### src/sfpd_pkg.sv
`default_nettype none

package sfpd_pkg;

   localparam int BYTE_W      = 8;
   localparam int STORE_DEPTH = 16;
   localparam int ADDR_W      = $clog2(STORE_DEPTH);
   localparam int COUNT_W     = ADDR_W + 1;
   localparam int MODE_W      = 2;

   // byte_count value once a palette table is complete
   localparam logic [COUNT_W-1:0] STORE_FULL = COUNT_W'(STORE_DEPTH);
   localparam logic [COUNT_W-1:0] LAST_ENTRY = COUNT_W'(STORE_DEPTH - 1);

   typedef enum logic [MODE_W-1:0] {
      MODE_RAW     = 2'd0,
      MODE_MASK    = 2'd1,
      MODE_PALETTE = 2'd2,
      MODE_PLANAR  = 2'd3
   } decode_mode_type;

endpackage

`default_nettype wire

### src/sfpd_if.sv
`default_nettype none

interface sfpd_req_if import sfpd_pkg::*; ();
   logic              valid;
   logic              ready;
   logic [BYTE_W-1:0] data_byte;
   logic              frame_start;

   modport source (output valid, output data_byte, output frame_start, input ready);
   modport sink   (input valid, input data_byte, input frame_start, output ready);
endinterface

interface sfpd_rsp_if import sfpd_pkg::*; ();
   logic              valid;
   logic              ready;
   logic [BYTE_W-1:0] pixel;
   logic              last_of_run;

   modport source (output valid, output pixel, output last_of_run, input ready);
   modport sink   (input valid, input pixel, input last_of_run, output ready);
endinterface

`default_nettype wire

### src/sfpd_ram.sv
`default_nettype none

module sfpd_ram #(
   parameter int WIDTH = 8,
   parameter int DEPTH = 16
) (
   input  wire logic                     clock,
   input  wire logic                     wr_en,
   input  wire logic [$clog2(DEPTH)-1:0] wr_addr,
   input  wire logic [WIDTH-1:0]         wr_data,
   input  wire logic                     rd_en,
   input  wire logic [$clog2(DEPTH)-1:0] rd_addr_a,
   input  wire logic [$clog2(DEPTH)-1:0] rd_addr_b,
   output logic [WIDTH-1:0]              rd_data_a,
   output logic [WIDTH-1:0]              rd_data_b
);

   logic [WIDTH-1:0] mem_ff [DEPTH];
   logic [WIDTH-1:0] rd_a_ff;
   logic [WIDTH-1:0] rd_b_ff;

   always_ff @(posedge clock) begin
      if (wr_en) begin
         mem_ff[wr_addr] <= wr_data;
      end
      if (rd_en) begin
         rd_a_ff <= mem_ff[rd_addr_a];
         rd_b_ff <= mem_ff[rd_addr_b];
      end
   end

   assign rd_data_a = rd_a_ff;
   assign rd_data_b = rd_b_ff;

endmodule

`default_nettype wire

### src/sprite_frame_pixel_decoder.sv
// The first pixel of a transaction passes the job register, then the output register, to rsp.
// Throughput (set by the single pixel emitter, one pixel per cycle unless rsp stalls):
//   raw 1 pixel/byte, mask 8 pixels/byte, palette lookup 2 pixels/byte; palette table
//   bytes and planar bytes give none, except every 16th planar byte: 16 pixels for its burst.
// Next req is taken in the cycle the current job's last pixel enters the output register.
// Reset: mode raw, byte count 0, pipeline empty; byte store undefined until written.
`default_nettype none

module sprite_frame_pixel_decoder import sfpd_pkg::*; (
   input  wire logic              clock,
   input  wire logic              reset,
   sfpd_req_if.sink               req_chan,
   sfpd_rsp_if.source             rsp_chan,
   input  wire logic              csr_wr_en,
   input  wire logic [MODE_W-1:0] csr_wr_data
);

   typedef enum logic [1:0] {
      JOB_RAW,
      JOB_MASK,
      JOB_PALETTE,
      JOB_PLANAR
   } job_kind_type;

   decode_mode_type   mode_ff, mode_in;
   logic [COUNT_W-1:0] count_ff, count_in;
   logic [BYTE_W-1:0] plane_ff [STORE_DEPTH];

   logic              job_valid_ff, job_valid_in;
   job_kind_type      job_kind_ff, job_kind_in;
   logic [BYTE_W-1:0] job_data_ff, job_data_in;
   logic [ADDR_W-1:0] job_idx_ff, job_idx_in;

   logic              rsp_valid_ff, rsp_valid_in;
   logic [BYTE_W-1:0] rsp_pixel_ff, rsp_pixel_in;
   logic              rsp_last_ff, rsp_last_in;

   logic               req_accept;
   logic [COUNT_W-1:0] cnt_base;
   logic [COUNT_W-1:0] gather_idx;
   logic [COUNT_W-1:0] count_next;
   logic               store_wr;
   logic [ADDR_W-1:0]  store_addr;
   logic               pal_rd;
   logic               emit_item;
   job_kind_type       emit_kind;

   logic              out_load;
   logic              job_step;
   logic              job_done;
   logic [ADDR_W-1:0] job_last;
   logic [BYTE_W-1:0] job_pixel;
   logic [BYTE_W-1:0] planar_pix;
   logic [BYTE_W-1:0] pal_hi;
   logic [BYTE_W-1:0] pal_lo;

   assign req_accept = req_chan.valid && req_chan.ready;

   // byte count / store update for the incoming byte
   always_comb begin
      cnt_base   = req_chan.frame_start ? '0 : count_ff;
      // planar gathering restarts a count left full by palette mode
      gather_idx = (cnt_base >= STORE_FULL) ? '0 : cnt_base;
      store_wr   = 1'b0;
      store_addr = cnt_base[ADDR_W-1:0];
      pal_rd     = 1'b0;
      emit_item  = 1'b0;
      emit_kind  = JOB_RAW;
      count_next = cnt_base;
      unique case (mode_ff)
         MODE_RAW: begin
            emit_item = 1'b1;
            emit_kind = JOB_RAW;
         end
         MODE_MASK: begin
            emit_item = 1'b1;
            emit_kind = JOB_MASK;
         end
         MODE_PALETTE: begin
            if (cnt_base < STORE_FULL) begin
               store_wr   = 1'b1;
               count_next = cnt_base + COUNT_W'(1);
            end else begin
               pal_rd    = 1'b1;
               emit_item = 1'b1;
               emit_kind = JOB_PALETTE;
            end
         end
         MODE_PLANAR: begin
            store_wr   = 1'b1;
            store_addr = gather_idx[ADDR_W-1:0];
            if (gather_idx == LAST_ENTRY) begin
               emit_item  = 1'b1;
               emit_kind  = JOB_PLANAR;
               count_next = '0;
            end else begin
               count_next = gather_idx + COUNT_W'(1);
            end
         end
         default: begin
            emit_item = 1'b0;
         end
      endcase
   end

   assign mode_in  = csr_wr_en ? decode_mode_type'(csr_wr_data) : mode_ff;
   assign count_in = req_accept ? count_next : count_ff;

   // palette table, looked up at two nibble addresses
   sfpd_ram #(
      .WIDTH (BYTE_W),
      .DEPTH (STORE_DEPTH)
   ) u_table (
      .clock     (clock),
      .wr_en     (req_accept && store_wr),
      .wr_addr   (store_addr),
      .wr_data   (req_chan.data_byte),
      .rd_en     (req_accept && pal_rd),
      .rd_addr_a (req_chan.data_byte[BYTE_W-1 -: ADDR_W]),
      .rd_addr_b (req_chan.data_byte[ADDR_W-1:0]),
      .rd_data_a (pal_hi),
      .rd_data_b (pal_lo)
   );

   // emitter
   assign out_load = !rsp_valid_ff || rsp_chan.ready;
   assign job_step = job_valid_ff && out_load;

   always_comb begin
      unique case (job_kind_ff)
         JOB_RAW:     job_last = ADDR_W'(0);
         JOB_MASK:    job_last = ADDR_W'(BYTE_W - 1);
         JOB_PALETTE: job_last = ADDR_W'(1);
         JOB_PLANAR:  job_last = ADDR_W'(STORE_DEPTH - 1);
         default:     job_last = ADDR_W'(0);
      endcase
   end

   assign job_done       = job_step && (job_idx_ff == job_last);
   assign req_chan.ready = !job_valid_ff || job_done;

   // bit p of pixel j comes from byte 2p + j/8, bit 7 - j%8
   always_comb begin
      for (int p = 0; p < BYTE_W; p++) begin
         planar_pix[p] = plane_ff[{p[ADDR_W-2:0], job_idx_ff[ADDR_W-1]}][~job_idx_ff[2:0]];
      end
   end

   always_comb begin
      unique case (job_kind_ff)
         JOB_RAW:     job_pixel = job_data_ff;
         JOB_MASK:    job_pixel = {{(BYTE_W-1){1'b0}}, ~job_data_ff[~job_idx_ff[2:0]]};
         JOB_PALETTE: job_pixel = job_idx_ff[0] ? pal_lo : pal_hi;
         JOB_PLANAR:  job_pixel = planar_pix;
         default:     job_pixel = job_data_ff;
      endcase
   end

   always_comb begin
      job_valid_in = job_valid_ff;
      job_idx_in   = job_idx_ff;
      job_kind_in  = job_kind_ff;
      job_data_in  = job_data_ff;
      if (job_done) begin
         job_valid_in = 1'b0;
      end else if (job_step) begin
         job_idx_in = job_idx_ff + ADDR_W'(1);
      end
      if (req_accept) begin
         job_valid_in = emit_item;
         job_idx_in   = '0;
         job_kind_in  = emit_kind;
         job_data_in  = req_chan.data_byte;
      end
   end

   assign rsp_valid_in = out_load ? job_valid_ff : rsp_valid_ff;
   assign rsp_pixel_in = job_step ? job_pixel : rsp_pixel_ff;
   assign rsp_last_in  = job_step ? (job_idx_ff == job_last) : rsp_last_ff;

   always_ff @(posedge clock) begin
      if (reset) begin
         mode_ff      <= MODE_RAW;
         count_ff     <= '0;
         job_valid_ff <= 1'b0;
         rsp_valid_ff <= 1'b0;
      end else begin
         mode_ff      <= mode_in;
         count_ff     <= count_in;
         job_valid_ff <= job_valid_in;
         rsp_valid_ff <= rsp_valid_in;
      end
   end

   always_ff @(posedge clock) begin
      job_idx_ff   <= job_idx_in;
      job_kind_ff  <= job_kind_in;
      job_data_ff  <= job_data_in;
      rsp_pixel_ff <= rsp_pixel_in;
      rsp_last_ff  <= rsp_last_in;
      if (req_accept && store_wr) begin
         plane_ff[store_addr] <= req_chan.data_byte;
      end
   end

   assign rsp_chan.valid       = rsp_valid_ff;
   assign rsp_chan.pixel       = rsp_pixel_ff;
   assign rsp_chan.last_of_run = rsp_last_ff;

   a_count_range: assert property (@(posedge clock) disable iff (reset)
      count_ff <= STORE_FULL)
      else $error("byte count beyond store depth");

   a_idx_bound: assert property (@(posedge clock) disable iff (reset)
      job_valid_ff |-> (job_idx_ff <= job_last))
      else $error("pixel index past end of job");

   a_job_start: assert property (@(posedge clock) disable iff (reset)
      (req_accept && emit_item) |=> (job_valid_ff && job_idx_ff == '0))
      else $error("emitting transaction did not start a job");

   a_planar_reset: assert property (@(posedge clock) disable iff (reset)
      (req_accept && mode_ff == MODE_PLANAR && emit_item) |=> (count_ff == '0))
      else $error("planar group emitted without clearing byte count");

   a_last_ends_job: assert property (@(posedge clock) disable iff (reset)
      (job_step && job_idx_ff == job_last && !req_accept) |=> !job_valid_ff)
      else $error("job still active after its last pixel");

endmodule

`default_nettype wire

### src/flat_wrapper.sv
// flat-port wrapper written by rule: the top's interface ports become plain ports
module sprite_frame_pixel_decoder_flat import sfpd_pkg::*;
  (clock, reset, csr_wr_en, csr_wr_data, req_chan_valid, req_chan_data_byte, req_chan_frame_start, req_chan_ready, rsp_chan_valid, rsp_chan_pixel, rsp_chan_last_of_run, rsp_chan_ready);
  sfpd_req_if req_chan_i ();
  sfpd_rsp_if rsp_chan_i ();
  input  wire logic clock;
  input  wire logic reset;
  input  wire logic csr_wr_en;
  input  wire logic [MODE_W-1:0] csr_wr_data;
  input wire logic [$bits(req_chan_i.valid)-1:0] req_chan_valid;
  input wire logic [$bits(req_chan_i.data_byte)-1:0] req_chan_data_byte;
  input wire logic [$bits(req_chan_i.frame_start)-1:0] req_chan_frame_start;
  output wire logic [$bits(req_chan_i.ready)-1:0] req_chan_ready;
  output wire logic [$bits(rsp_chan_i.valid)-1:0] rsp_chan_valid;
  output wire logic [$bits(rsp_chan_i.pixel)-1:0] rsp_chan_pixel;
  output wire logic [$bits(rsp_chan_i.last_of_run)-1:0] rsp_chan_last_of_run;
  input wire logic [$bits(rsp_chan_i.ready)-1:0] rsp_chan_ready;
  assign req_chan_i.valid = req_chan_valid;
  assign req_chan_i.data_byte = req_chan_data_byte;
  assign req_chan_i.frame_start = req_chan_frame_start;
  assign req_chan_ready = req_chan_i.ready;
  assign rsp_chan_valid = rsp_chan_i.valid;
  assign rsp_chan_pixel = rsp_chan_i.pixel;
  assign rsp_chan_last_of_run = rsp_chan_i.last_of_run;
  assign rsp_chan_i.ready = rsp_chan_ready;
  sprite_frame_pixel_decoder u_core (.clock(clock), .reset(reset), .req_chan(req_chan_i), .rsp_chan(rsp_chan_i), .csr_wr_en(csr_wr_en), .csr_wr_data(csr_wr_data));
endmodule
### config.mk
export PLATFORM = sky130hd
export DESIGN_NAME = sprite_frame_pixel_decoder_flat
export DESIGN_NICKNAME = d
export VERILOG_FILES = /design/src/sfpd_pkg.sv /design/src/sfpd_if.sv /design/src/sfpd_ram.sv /design/src/sprite_frame_pixel_decoder.sv /design/src/flat_wrapper.sv
export SDC_FILE = /design/constraint.sdc
export NUM_CORES = 1
export LEC_CHECK = 0
export BUFFER_PORTS_ARGS = -buffer_cell sky130_fd_sc_hd__clkbuf_2
export CORE_MARGIN = 5
export CORE_UTILIZATION = 45
export CTS_CLUSTER_DIAMETER = 80
export DETAILED_ROUTE_END_ITERATION = 10
export PLACE_DENSITY = 0.72
export SYNTH_ARGS = -nofsm -noshare
export SYNTH_HDL_FRONTEND = slang
export SYNTH_SLANG_ARGS = --single-unit
### constraint.sdc
create_clock -name clock -period 7.5 [get_ports clock]
set_clock_uncertainty 0.1 [all_clocks]
set_input_delay 1.5 -clock clock [delete_from_list [all_inputs] [get_ports clock]]
set_output_delay 1.5 -clock clock [all_outputs]
set_load 0.01 [all_outputs]
After elaboration in Yosys (flattened, before gate mapping)
Memory sizes are Yosys's and may differ from the RTL's. A register that Yosys moved wholly into a read port is not among the register bits.
Cells that the tools add are included.
{ "word_totals": {"reg_bits": 32, "mem_bits_rw": 256, "inputBits": 16, "wordCells": 98, "n_memories": 2} }
{ "memory_table": {"columns": ["memory", "words", "word_bits", "read_ports", "rd_ports_with_merged_regs", "write_ports", "line_no", "text"], "rows": [
  ["u_core.plane_ff", 16, 8, 8, 8, 1, "sprite_frame_pixel_decoder.sv:27", "logic [BYTE_W-1:0] plane_ff [STORE_DEPTH];"],
  ["u_core.u_table.mem_ff", 16, 8, 2, 2, 1, "sfpd_ram.sv:18", "logic [WIDTH-1:0] mem_ff [DEPTH];"]
]} }
{ "op_classes": {"n_addsub": 3, "order_cmp": 3, "eq_ne": 8, "mux": 56, "bitwise_logic": 3, "reduce_logical": 14} }
{ "op_table": {"columns": ["operator", "n"], "rows": [
  ["4-bit two-way mux", 17],
  ["8-bit case mux with 4 select lines", 1],
  ["1-bit binary-select mux with 3-bit select", 9],
  ["5-bit two-way mux", 4],
  ["1-bit two-way mux", 17],
  ["4-bit case mux with 4 select lines", 1],
  ["5-bit by 1-bit adder with 5-bit output, second input constant", 2],
  ["5-bit case mux with 2 select lines", 1],
  ["2-bit == test, second input constant", 4],
  ["8-bit two-way mux", 1],
  ["2-bit case mux with 4 select lines", 1],
  ["5-bit by 4-bit == test with 1-bit output, second input constant", 1],
  ["5-bit >= comparator, second input constant", 1],
  ["1-bit logical AND", 5],
  ["5-bit < comparator, second input constant", 1],
  ["4-bit by 1-bit adder with 4-bit output, second input constant", 1],
  ["2-bit by 1-bit == test with 1-bit output, second input constant", 2],
  ["4-bit == test", 1],
  ["2-bit logical NOT", 2],
  ["3-bit by 4-bit < comparator with 1-bit output, second input constant", 1],
  ["2-bit two-way mux", 2],
  ["3-bit NOT", 1],
  ["1-bit case mux with 3 select lines", 1],
  ["1-bit logical NOT", 2],
  ["other kinds (6)", 8]
]} }

Depth between registers and ports, before layout
Gate-level depths: netlist of the first run.
{ "depth": {"word_depth": 9, "mapped_depth": 8} }

By module
From an unflattened synthesis of the first run, not the netlist that was laid out.
{ "hier_totals": {"cells_unflattened": 730, "area_unflattened_um2": 13366.6} }
{ "modules_own_cells": {"columns": ["module", "n_inst", "cells_per_inst", "area_each_um2", "seq_area_each_um2"], "rows": [
  ["sprite_frame_pixel_decoder", 1, 423, 6861.6, 4694.5],
  ["sfpd_ram", 1, 307, 6505.0, 4324.1]
]} }

Worst setup path before layout of the first run
OpenSTA, ideal clock, no wires.
{ "synth_path": {"path_kind": "input to output", "from": "in rsp_chan_ready", "to": "out req_chan_ready", "t_arrival_ns": 1.861, "t_required_ns": 5.900, "setup_slack_ns": 4.039, "cell_stages": 2, "cell_sequence": "nand2b_1 a21o_1"} }
{ "synth_via": {"elab_chain_cells": 4} }
{ "synth_lines": {"columns": ["item", "line_no", "text"], "rows": [
  ["from (decl)", "flat_wrapper.sv:17", "input wire logic [$bits(rsp_chan_i.ready)-1:0] rsp_chan_ready;"],
  ["1-bit logical OR", "sprite_frame_pixel_decoder.sv:126", "assign out_load = !rsp_valid_ff || rsp_chan.ready;"],
  ["1-bit logical AND", "sprite_frame_pixel_decoder.sv:127", "assign job_step = job_valid_ff && out_load;"],
  ["1-bit logical AND", "sprite_frame_pixel_decoder.sv:139", "assign job_done = job_step && (job_idx_ff == job_last);"],
  ["1-bit logical OR", "sprite_frame_pixel_decoder.sv:140", "assign req_chan.ready = !job_valid_ff || job_done;"],
  ["to (decl)", "flat_wrapper.sv:13", "output wire logic [$bits(req_chan_i.ready)-1:0] req_chan_ready;"]
]} }
Every way passes these cells.

Worst setup path after layout of the first run
{ "layout_path": {"from": "reg u_core.job_idx_ff[0]", "to": "out req_chan_ready"} }
{ "layout_via": {"elab_chain_cells": 3} }
{ "layout_lines": {"columns": ["item", "line_no", "text"], "rows": [
  ["from (decl)", "sprite_frame_pixel_decoder.sv:32", "logic [ADDR_W-1:0] job_idx_ff, job_idx_in;"],
  ["from (signal assigned)", "sprite_frame_pixel_decoder.sv:196", "job_idx_ff <= job_idx_in;"],
  ["4-bit == test", "sprite_frame_pixel_decoder.sv:139", null],
  ["1-bit logical AND", "sprite_frame_pixel_decoder.sv:139", null],
  ["1-bit logical OR", "sprite_frame_pixel_decoder.sv:140", null]
]} }
Every way passes these cells.

==> metrics.md, run 1 <==
| Metric | Value |
|---|---|
| Outcome | finished, final reports clean |
| Clk sinks | ~180 |
| Hold-fix buffers at CTS | 0 |
| Post-Route Setup TNS | 0 ns |
| Ys flop type | edfxtp_1 |
| Slew Viols, Final | 0 |
| Residual DRC count | 0 |
| Met2 track demand over resource | 0.298 |
| Final std cells w/o fill | slightly above 800 |
| Relative slew margins | 0.250 |
| Unrepaired setup endpoints after global routing | false |
| Via density | 6.37 |
| Most frequent cells in the layout | edfxtp_1, mux4_2, nor2_1 |
| Port bufs | 26 |
| Syn avg cell area | 17.6 um2 |
| Die H | 153 um |
| Layout Nets | around 550 |
| Row count | 52 |
| HP Class | register to register |
| Clock buffer depth | 2 |
| Share of layout cells above drive strength 1 | 0.379 |
| Required @ worst endpoint | about 6 ns |
| Max stage delay on crit path | 0.56 ns |
| Reg2reg setup slack | 4.13 ns |
| Synth top area cells | edfxtp_1, mux4_2, dfxtp_1 |
| GPL Wtd Cong | approximately 0.82 |
| Crit path kind | register to output pin |
| CTS Buf Count | 17 |
| Vias in the first global route | 5,366 |
| Met3 usage in global routing | 0.0478 |
| Post-synthesis cell count | 524 |
| Hold Vio Cnt, Final | 0 |
| Worst Path Arrival | 2.35 ns |
| CTS tree | yes |
| CP Buf/Inv Count | 2 |
| Fmax | about 0.25 GHz |
| Post-Syn Area | 9240 um2 |
| Horiz. Die Dim | 153 um |
| Minimum clock period | approximately 4.0 ns |
| #FFs+latches synth | about 180 |
| Die area | roughly 24,000 um2 |
| Crit path cell chain | buf_4 -> nand4_1 -> nor2_1 -> or2_2 -> a21o_1 -> clkbuf_2 |
| Crit end category | output pin |
| Via Count | between 5,000 and 6,000 |
| Total wire length | 20,700 um |
| Fill cells | between 1,500 and 2,000 |
| CTS clk-pin slew, worst paths | ~0.070 ns |
| Worst-Skew Late Latency | about 0.43 ns |
| Number of post-CTS setup repair buffers | 0 |
| Maximum number of pins on one net before global-route repair | 50 |
| # setup viols final | 0 |
| Commonest non-fill, non-tap cell in the layout | edfxtp_1 |
| Slew @ Worst Pin | 1.12 ns |
| Total of max-cap violations | 0 |
| Yosys top cell area share | 0.530 |
| GR Util All Layers | 0.182 |
| CP Launch Type | register |
| First-pass GRT wire length | between 30,000 and 40,000 um |
| Slowest CP cell | buf_4 |
| Share of synthesized flip-flops with an asynchronous set or reset | 0 |
| First-pass iteration count of the detailed router | 5 |
| Unique masters post-synth | 54 |
| Core area | 20,200 um2 |
| Met1 Track Usage GR | 0.242 |
| Antenna Cells | 0 |
| Synth warnings | 0 |
| Crit Path Max Fanout | 46 |
| Routed WL per cell | 25.4 um |
| Pwr/cell area | 222 nW/um2 |
| CP delay by family, top | simple AND/OR/NAND/NOR gates |
| Root Driver | clkbuf_16 |
| Syn_nets | 542 |
| HPWL after detailed placement | 13,500 um |
| Area Overhead vs Synth | 9.71% |
| I/O pin count | 27 |
| Cells after DPL | 782 |
| CTS H-tree lvls | 4 |
| Post-cts gate resize count | 0 |
| Fin crit share | 0.527 |
| Gr busiest metal | met2 |
| Detailed Route Iter0 Violations | 557 |
| Sequential-to-total area share from yosys stat | 0.560 |
| Total leakage power | ~0.0031 uW |
| Initial Utilization | 0.457 |
| Post-route ant nets | 0 |
| Post-synth EDFFs | 163 |
| Synth area leader | edfxtp_1 |
| Initial antenna violation count | 0 |
| Max VDD drop | 135 uV |
| Total gr overflow | 0 |
## synthesized netlist by cell type, drive strengths merged, types with 6 or more instances
master	count
edfxtp	163
mux4	114
nor2	28
buf	26
mux2i	23
nand2	20
a21oi	19
clkbuf	19
dfxtp	14
o21ai	13
inv	8
o22ai	8
mux2	7
nand2b	6
nand3	6
nor3	6
## metal layers
layer	share of wire	vias to the layer above
li1	-	2216
met1	0.39	2728
met2	0.51	227
met3	0.084	18
met4	0.012	0
met5	0	-
## through the flow
step	total power, uW	hold slack, ns	instance area [um2]	setup slack, ns	utilization
floorplan	1320	0.433	9240	4.04	-
global placement	1390	0.451	9550	3.57	0.472
detailed placement	1390	0.459	9550	3.49	0.472
CTS	2270	0.471	10100	3.50	0.501
global route	2330	0.503	10100	3.38	0.501
finish	2250	0.472	10100	3.55	0.501
## worst reg2reg max path: stages, from the launching register on
cell and delay (ns):
dfxtp_2 0.31, buf_4 0.56, nand4_1 0.18, nor2_1 0.39, o31ai_4 0.16, inv_6 0.23
nand4b_4 0.17, nor3_1 0.88
## worst paths after layout
path | from | to | cells after the start
setup / recovery | u_core.job_idx_ff[0] | req_chan_ready | 6
setup reg to reg | u_core.job_idx_ff[0] | u_core.u_table.mem_ff[2][2] | 7
hold / removal | u_core.rsp_chan.valid | u_core.rsp_chan.valid | 2
hold reg to reg | u_core.rsp_chan.valid | u_core.rsp_chan.valid | 2
## layout make-up
class	count	area, um2	area share
sequential	177	5180	0.511
clock inverter	15	158	0.0155
timing repair buffer	33	183	0.0180
tap	270	338	0.0333
inverter	8	35.0	0.00346
clock buffer	17	425	0.0420
multi-input combinational	294	3820	0.377
## state kept, by name (all words and copies together) (netlist names), 4 cells and up, named ones only
signal	cells
u_core.plane_ff	8
u_core.count_ff	5
u_core.job_idx_ff	4
u_core.u_table.rd_data_b	8
u_core.u_table.mem_ff	120
u_core.job_data_ff	8
u_core.rsp_chan.pixel	8
u_core.u_table.rd_data_a	8
## cells by family after synthesis
kind of cell / count (synthesis) / synth area share
simple gates: 88 / 0.0541
flops: 177 / 0.560
fa+ha+maj: 2 / 0.00271
compound gates: 55 / 0.0402
buf+inv: 53 / 0.0271
mux: 144 / 0.311
xor+xnor: 5 / 0.00474
## power breakdown
part | switching [uW] | internal [uW] | total (uW)
logic | 138 | 117 | 255
clock network | 388 | 495 | 883
registers | 18.0 | 1100 | 1110
total | 544 | 1710 | 2250
No activity file was read; power rests on OpenSTA's default activity.
==> inputs of run 2 (changes only) <==
--- a/config.mk
+++ b/config.mk
@@ -5,6 +5,7 @@
 export SDC_FILE = /design/constraint.sdc
 export NUM_CORES = 1
 export LEC_CHECK = 0
+export ABC_AREA = 1
 export BUFFER_PORTS_ARGS = -buffer_cell sky130_fd_sc_hd__clkbuf_2
 export CORE_MARGIN = 5
 export CORE_UTILIZATION = 45
==> constraint.sdc (replaced) <==
create_clock -name clock -period 3.65 [get_ports clock]
set_clock_uncertainty 0.1 [all_clocks]
set_input_delay 0.73 -clock clock [delete_from_list [all_inputs] [get_ports clock]]
set_output_delay 0.73 -clock clock [all_outputs]
set_load 0.01 [all_outputs]
==> run 2 against run 1 <==
  * Synthesized cell count is 120% higher
  * Hold slack worse by 0.082 ns
  * First-iteration DRC count grew to 2.6 times the previous value
  * Largest cell class unchanged
  * Combinational power grew to 3.1 times the previous value
  * Die area is 6.8% higher
  * Critical endpoint unchanged
  * Clock power is 110% higher
==> metrics.md, run 2 <==
| Metric | Value |
|---|---|
| Worst Path Arrival | ~1.8 ns |
| Yosys top cell area share | 0.494 |
| Share of layout cells above drive strength 1 | 0.0872 |
| Top cells by count, synth | nand2_1, edfxtp_1, nand3_1, o21ai_0, a21oi_1 |
| Worst r2r src | u_core.job_kind_ff[0] |
| Residual DRC count | 0 |
| Horiz. Die Dim | roughly 160 um |
| Row count | 54 |
| Port bufs | 26 |
| Post-synthesis cell count | 1,174 |
| Number of post-CTS setup repair buffers | 0 |
| Post-Syn Area | 9910 um2 |
| Via Count | 8,783 |
| Fmax | 0.378 GHz |
| Relative slew margins | 0.398 |
| Area Overhead vs Synth | 10.1% |
| Slew @ Worst Pin | 0.900 ns |
| Vias in the first global route | slightly below 8,000 |
| # setup viols final | 0 |
| Post-Route Setup TNS | 0 ns |
| Post-cts gate resize count | 0 |
| CTS tree | yes |
| Clk sinks | roughly 180 |
| Ys flop type | edfxtp_1 |
| Total wire length | around 29,000 um |
| Initial antenna violation count | 0 |
| HPWL after detailed placement | 18,600 um |
| Fin crit share | 0.724 |
| Largest reg by FF count | u_core.u_table.mem_ff |
| Syn avg cell area | 8.44 um2 |
| Total of max-cap violations | 0 |
| Routed WL per cell | around 20 um |
| Clock buffer depth | 2 |
| Minimum clock period | 2.64 ns |
| CTS clk-pin slew, worst paths | 0.07 ns |
| Sequential-to-total area share from yosys stat | 0.522 |
| Antenna Cells | 0 |
| HP Class | input port to register |
| Commonest non-fill, non-tap cell in the layout | nand2_1 |
| Root Driver | clkbuf_16 |
| Worst-Skew Late Latency | between 0.4 and 0.5 ns |
| Layout Nets | 1,187 |
| Unique masters post-synth | 31 |
| Synth top area cells | edfxtp_1, nand2_1, nand3_1 |
| CTS Buf Count | 17 |
| Syn_nets | 1,192 |
| #FFs+latches synth | 177 |
| Crit path kind | register to output pin |
| Max VDD drop | about 200 uV |
| Unrepaired setup endpoints after global routing | false |
| Post-route ant nets | 0 |
| Synth warnings | 0 |
| Detailed Route Iter0 Violations | 1,463 |
| Crit end category | output pin |
| First-pass GRT wire length | 43,900 um |
| Crit Path Max Fanout | 9 |
| CTS H-tree lvls | 4 |
| Most frequent cell after synthesis | nand2_1 |
| Outcome | finished, final reports clean |
| Hold-fix buffers at CTS | 0 |
| Synth area leader | edfxtp_1 |
| Crit path from | u_core.job_kind_ff[0] |
| I/O pin count | 27 |
| CP Launch Type | register |
| Post-synth EDFFs | 163 |
| Hold Vio Cnt, Final | 0 |
| GPL Wtd Cong | 0.859 |
| Total gr overflow | 0 |
| Maximum number of pins on one net before global-route repair | 73 |
| Pwr/cell area | 454 nW/um2 |
| Core area | between 20,000 and 25,000 um2 |
| Max FFs per register | 120 |
| Via density | 6.01 |
| First-pass iteration count of the detailed router | 5 |
| WHS | 0.390 ns |
| Die area | 25,100 um2 |
| Share of synthesized flip-flops with an asynchronous set or reset | 0 |
| Die H | 158 um |
| Required @ worst endpoint | 2.82 ns |
| Total leakage power | about 0.0043 uW |
| Slew Viols, Final | 0 |
| Most frequent cells in the layout | nand2_1, edfxtp_1, nand3_1, o21ai_0, a21oi_1 |
| GR Util All Layers | 0.229 |
| Initial Utilization | 0.456 |
| Worst hold start | reset |
run 2: cell count changes after synthesis, sizes merged, moves of 18 or more:
| cell | delta |
|---|---|
| o211ai | +76 |
| nor2 | +31 |
| mux2i | -23 |
| clkbuf | +18 |
| a21oi | +105 |
| nand2 | +246 |
| o21ai | +112 |
| mux4 | -114 |
| inv | +110 |
| nand3 | +118 |
run 2: layer usage:
layer	part of all wire	routed length, um	global-route usage
met3	0.11	3240	0.0514
met4	0.023	663	0.0719
met5	0	0	0
met2	0.46	13100	0.355
met1	0.40	11500	0.322
run 2: cell families after synthesis:
family          synth area share
buf+inv                   0.0805
fa+ha+maj                0.00252
xor+xnor                0.000884
flops                      0.522
simple gates               0.205
compound gates             0.189
run 2: worst paths after layout:
| kind | depth (start not counted) | end | slack (ns) |
|---|---|---|---|
| setup / recovery | 6 | req_chan_ready | 1.01 |
| hold / removal | 2 | u_core.job_valid_ff | 0.39 |
| setup reg to reg | 7 | u_core.u_table.mem_ff[4][0] | 1.08 |
| hold reg to reg | 3 | u_core.job_idx_ff[3] | 0.45 |
run 2: area by class of cell:
class                      instances  area (um2)
fill                            2036       10800
tap                              280         350
timing repair buffer              54         395
clock buffer                      18         429
inverter                         120         450
sequential                       177        5180
multi-input combinational        799        3950
clock inverter                    13         161
run 2: worst max-delay path: stages, from the launching register on:
cell and delay, ns:
edfxtp_1 0.51, nor2_4 0.26, nor2_2 0.07, nor2_4 0.11
nand4_4 0.13, nand2_8 0.14, clkbuf_2 0.15
run 2: power breakdown:
group	switching, uW	internal [uW]
clock	785	1080
sequential	31.5	2260
combinational	559	241
run 2: per-stage QoR:
stage / instance area [um2] / util / power (uW) / setup slack [ns] / instances
after CTS: 10900 / 0.502 / 4950 / 0.977 / 1461
after floorplan: 9910 / - / 2880 / 0.759 / 1174
final: 10900 / 0.502 / 4960 / 1.01 / 1461
after detailed placement: 10300 / 0.474 / 3120 / 0.854 / 1430
after global placement: 10300 / 0.474 / 3100 / 0.927 / 1430
after global routing: 10900 / 0.502 / 5150 / 0.865 / 1461
==> inputs of run 3 (changes only) <==
==> constraint.sdc (replaced) <==
create_clock -name clock -period 2.5 [get_ports clock]
set_clock_uncertainty 0.1 [all_clocks]
set_input_delay 0.5 -clock clock [delete_from_list [all_inputs] [get_ports clock]]
set_output_delay 0.5 -clock clock [all_outputs]
set_load 0.01 [all_outputs]
==> run 3 against run 2 <==
  * Combinational power rose by 49%
  * Sequential power is 46% higher
  * Hold slack got worse by 0.23 ns
  * Via count fell by 0.65%
  * Highest routed layer unchanged
  * Routed wire length barely moved
  * Critical endpoint unchanged
==> metrics.md, run 3 (synthesized netlist as in run 2, its figures left out) <==
| Metric | Value |
|---|---|
| Final std cells w/o fill | 1,484 |
| Largest reg by FF count | u_core.u_table.mem_ff |
| HP Class | input port to register |
| Initial antenna violation count | 0 |
| Via Count | 8,726 |
| Share of layout cells above drive strength 1 | 0.105 |
| Max FFs per register | 120 |
| Crit end category | output pin |
| Hold Vio Cnt, Final | 0 |
| Max VDD drop | 512 uV |
| First-pass iteration count of the detailed router | 5 |
| Fmax | 0.418 GHz |
| Fill cells | 2,003 |
| Total wire length | 28,500 um |
| Pwr/cell area | about 660 nW/um2 |
| Number of post-CTS setup repair buffers | 0 |
| Total leakage power | 0.00439 uW |
| Horiz. Die Dim | 158 um |
| Unrepaired setup endpoints after global routing | false |
| GPL Wtd Cong | 0.986 |
| Worst Path Arrival | 1.79 ns |
| Crit path kind | register to output pin |
| Clk sinks | between 150 and 200 |
| Total gr overflow | 0 |
| Die H | 158 um |
| CP Launch Type | register |
| Fin crit share | 0.957 |
| Via density | 5.88 |
| I/O pin count | 27 |
| Die area | approximately 25,000 um2 |
| Port bufs | 26 |
| Root Driver | clkbuf_16 |
| HPWL after detailed placement | a little under 20,000 um |
| CTS clk-pin slew, worst paths | around 0.070 ns |
| Worst-Skew Late Latency | 0.45 ns |
| Clock buffer depth | 2 |
| Post-Route Setup TNS | 0 ns |
| Outcome | finished, final reports clean |
| Post-route ant nets | 0 |
| Place WS | roughly 0.23 ns |
| # setup viols final | 0 |
| Area occupied by multi-input gates | 3950 um2 |
| Antenna Cells | 0 |
| Core area | 21,800 um2 |
| Final instance area | 11,100 um2 |
| Minimum clock period | 2.39 ns |
| Cells after DPL | 1,452 |
| R2R depth | 8 |
| Worst Setup Slack, final | 0.107 ns |
| Crit Path Max Fanout | 9 |
| Relative slew margins | 0.555 |
| Worst hold start | reset |
| Row count | 54 |
| Slew Viols, Final | 0 |
| Crit path from | u_core.job_kind_ff[0] |
| Required @ worst endpoint | 1.90 ns |
| Register area | 5180 um2 |
| Routed WL per cell | 19.2 um |
| CTS tree | yes |
| Slew @ Worst Pin | 0.666 ns |
| Commonest non-fill, non-tap cell in the layout | nand2_1 |
| Residual DRC count | 0 |
| Hold depth | 2 |
| Worst r2r src | u_core.job_kind_ff[0] |
| WHS | roughly 0.16 ns |
| Layout Nets | 1,209 |
| First-pass GRT wire length | about 45,000 um |
| Post-cts gate resize count | 0 |
| Detailed Route Iter0 Violations | between 1,000 and 1,500 |
| Initial Utilization | 0.456 |
| Most frequent cells in the layout | nand2_1, edfxtp_1, nand3_1, o21ai_0, a21oi_1 |
| Vias in the first global route | 8,109 |
| CTS Buf Count | 17 |
| GR Util All Layers | 0.232 |
| CTS H-tree lvls | 4 |
| Total of max-cap violations | 0 |
| Maximum number of pins on one net before global-route repair | around 80 |
| Area Overhead vs Synth | 12.3% |
| Placed cell area | 10,500 um2 |
## run 3: cell count changes in the layout (fill, tap and decap cells not counted), sizes merged
cell      delta
clkinv       +1
clkinvlp     -1
buf         +22
inv          +1
## run 3: critical path, stage by stage, from the launching register on
cell and delay, ns:
edfxtp_1 0.51, nor2_4 0.24, nor2_2 0.07, nor2_4 0.11, nand4_4 0.13, nand2_8 0.14
clkbuf_2 0.16
## run 3: area by class of cell
type                            count  share of cell area
Clock buffer                       18              0.0386
Clock inverter                     14              0.0161
Sequential cell                   177               0.465
Inverter                          120              0.0405
Multi-Input combinational cell    799               0.354
Tap cell                          280              0.0315
Timing Repair Buffer               76              0.0537
## run 3: timing repair
action,CTS,global route
hold buffers,0,0
hold endpoints to repair,0,0
setup endpoints to repair,0,1
## run 3: path summary, 6_finish.rpt
kind | endpoint | slack [ns]
worst max register to register | u_core.u_table.mem_ff[9][4] | 0.21
worst max-delay path | req_chan_ready | 0.11
worst min register to register | u_core.mode_ff[0] | 0.41
worst min-delay path | u_core.job_valid_ff | 0.16
## run 3: metrics by stage
stage          utilization  power (uW)
2_1_floorplan            -        4200
3_3_place_gp         0.484        4570
3_5_place_dp         0.484        4580
4_1_cts              0.512        7330
5_1_grt              0.512        7600
6_report             0.512        7330
## run 3: layer usage
metal	track usage	up-vias	routed length (um)
li1	-	4118	-
met1	0.326	4027	12000
met2	0.353	504	12800
met3	0.0476	77	2700
met4	0.0950	0	983
met5	0	-	0
## run 3: power by group
part           switching, uW  internal (uW)
clock                   1190           1590
sequential              52.2           3300
combinational            810            380
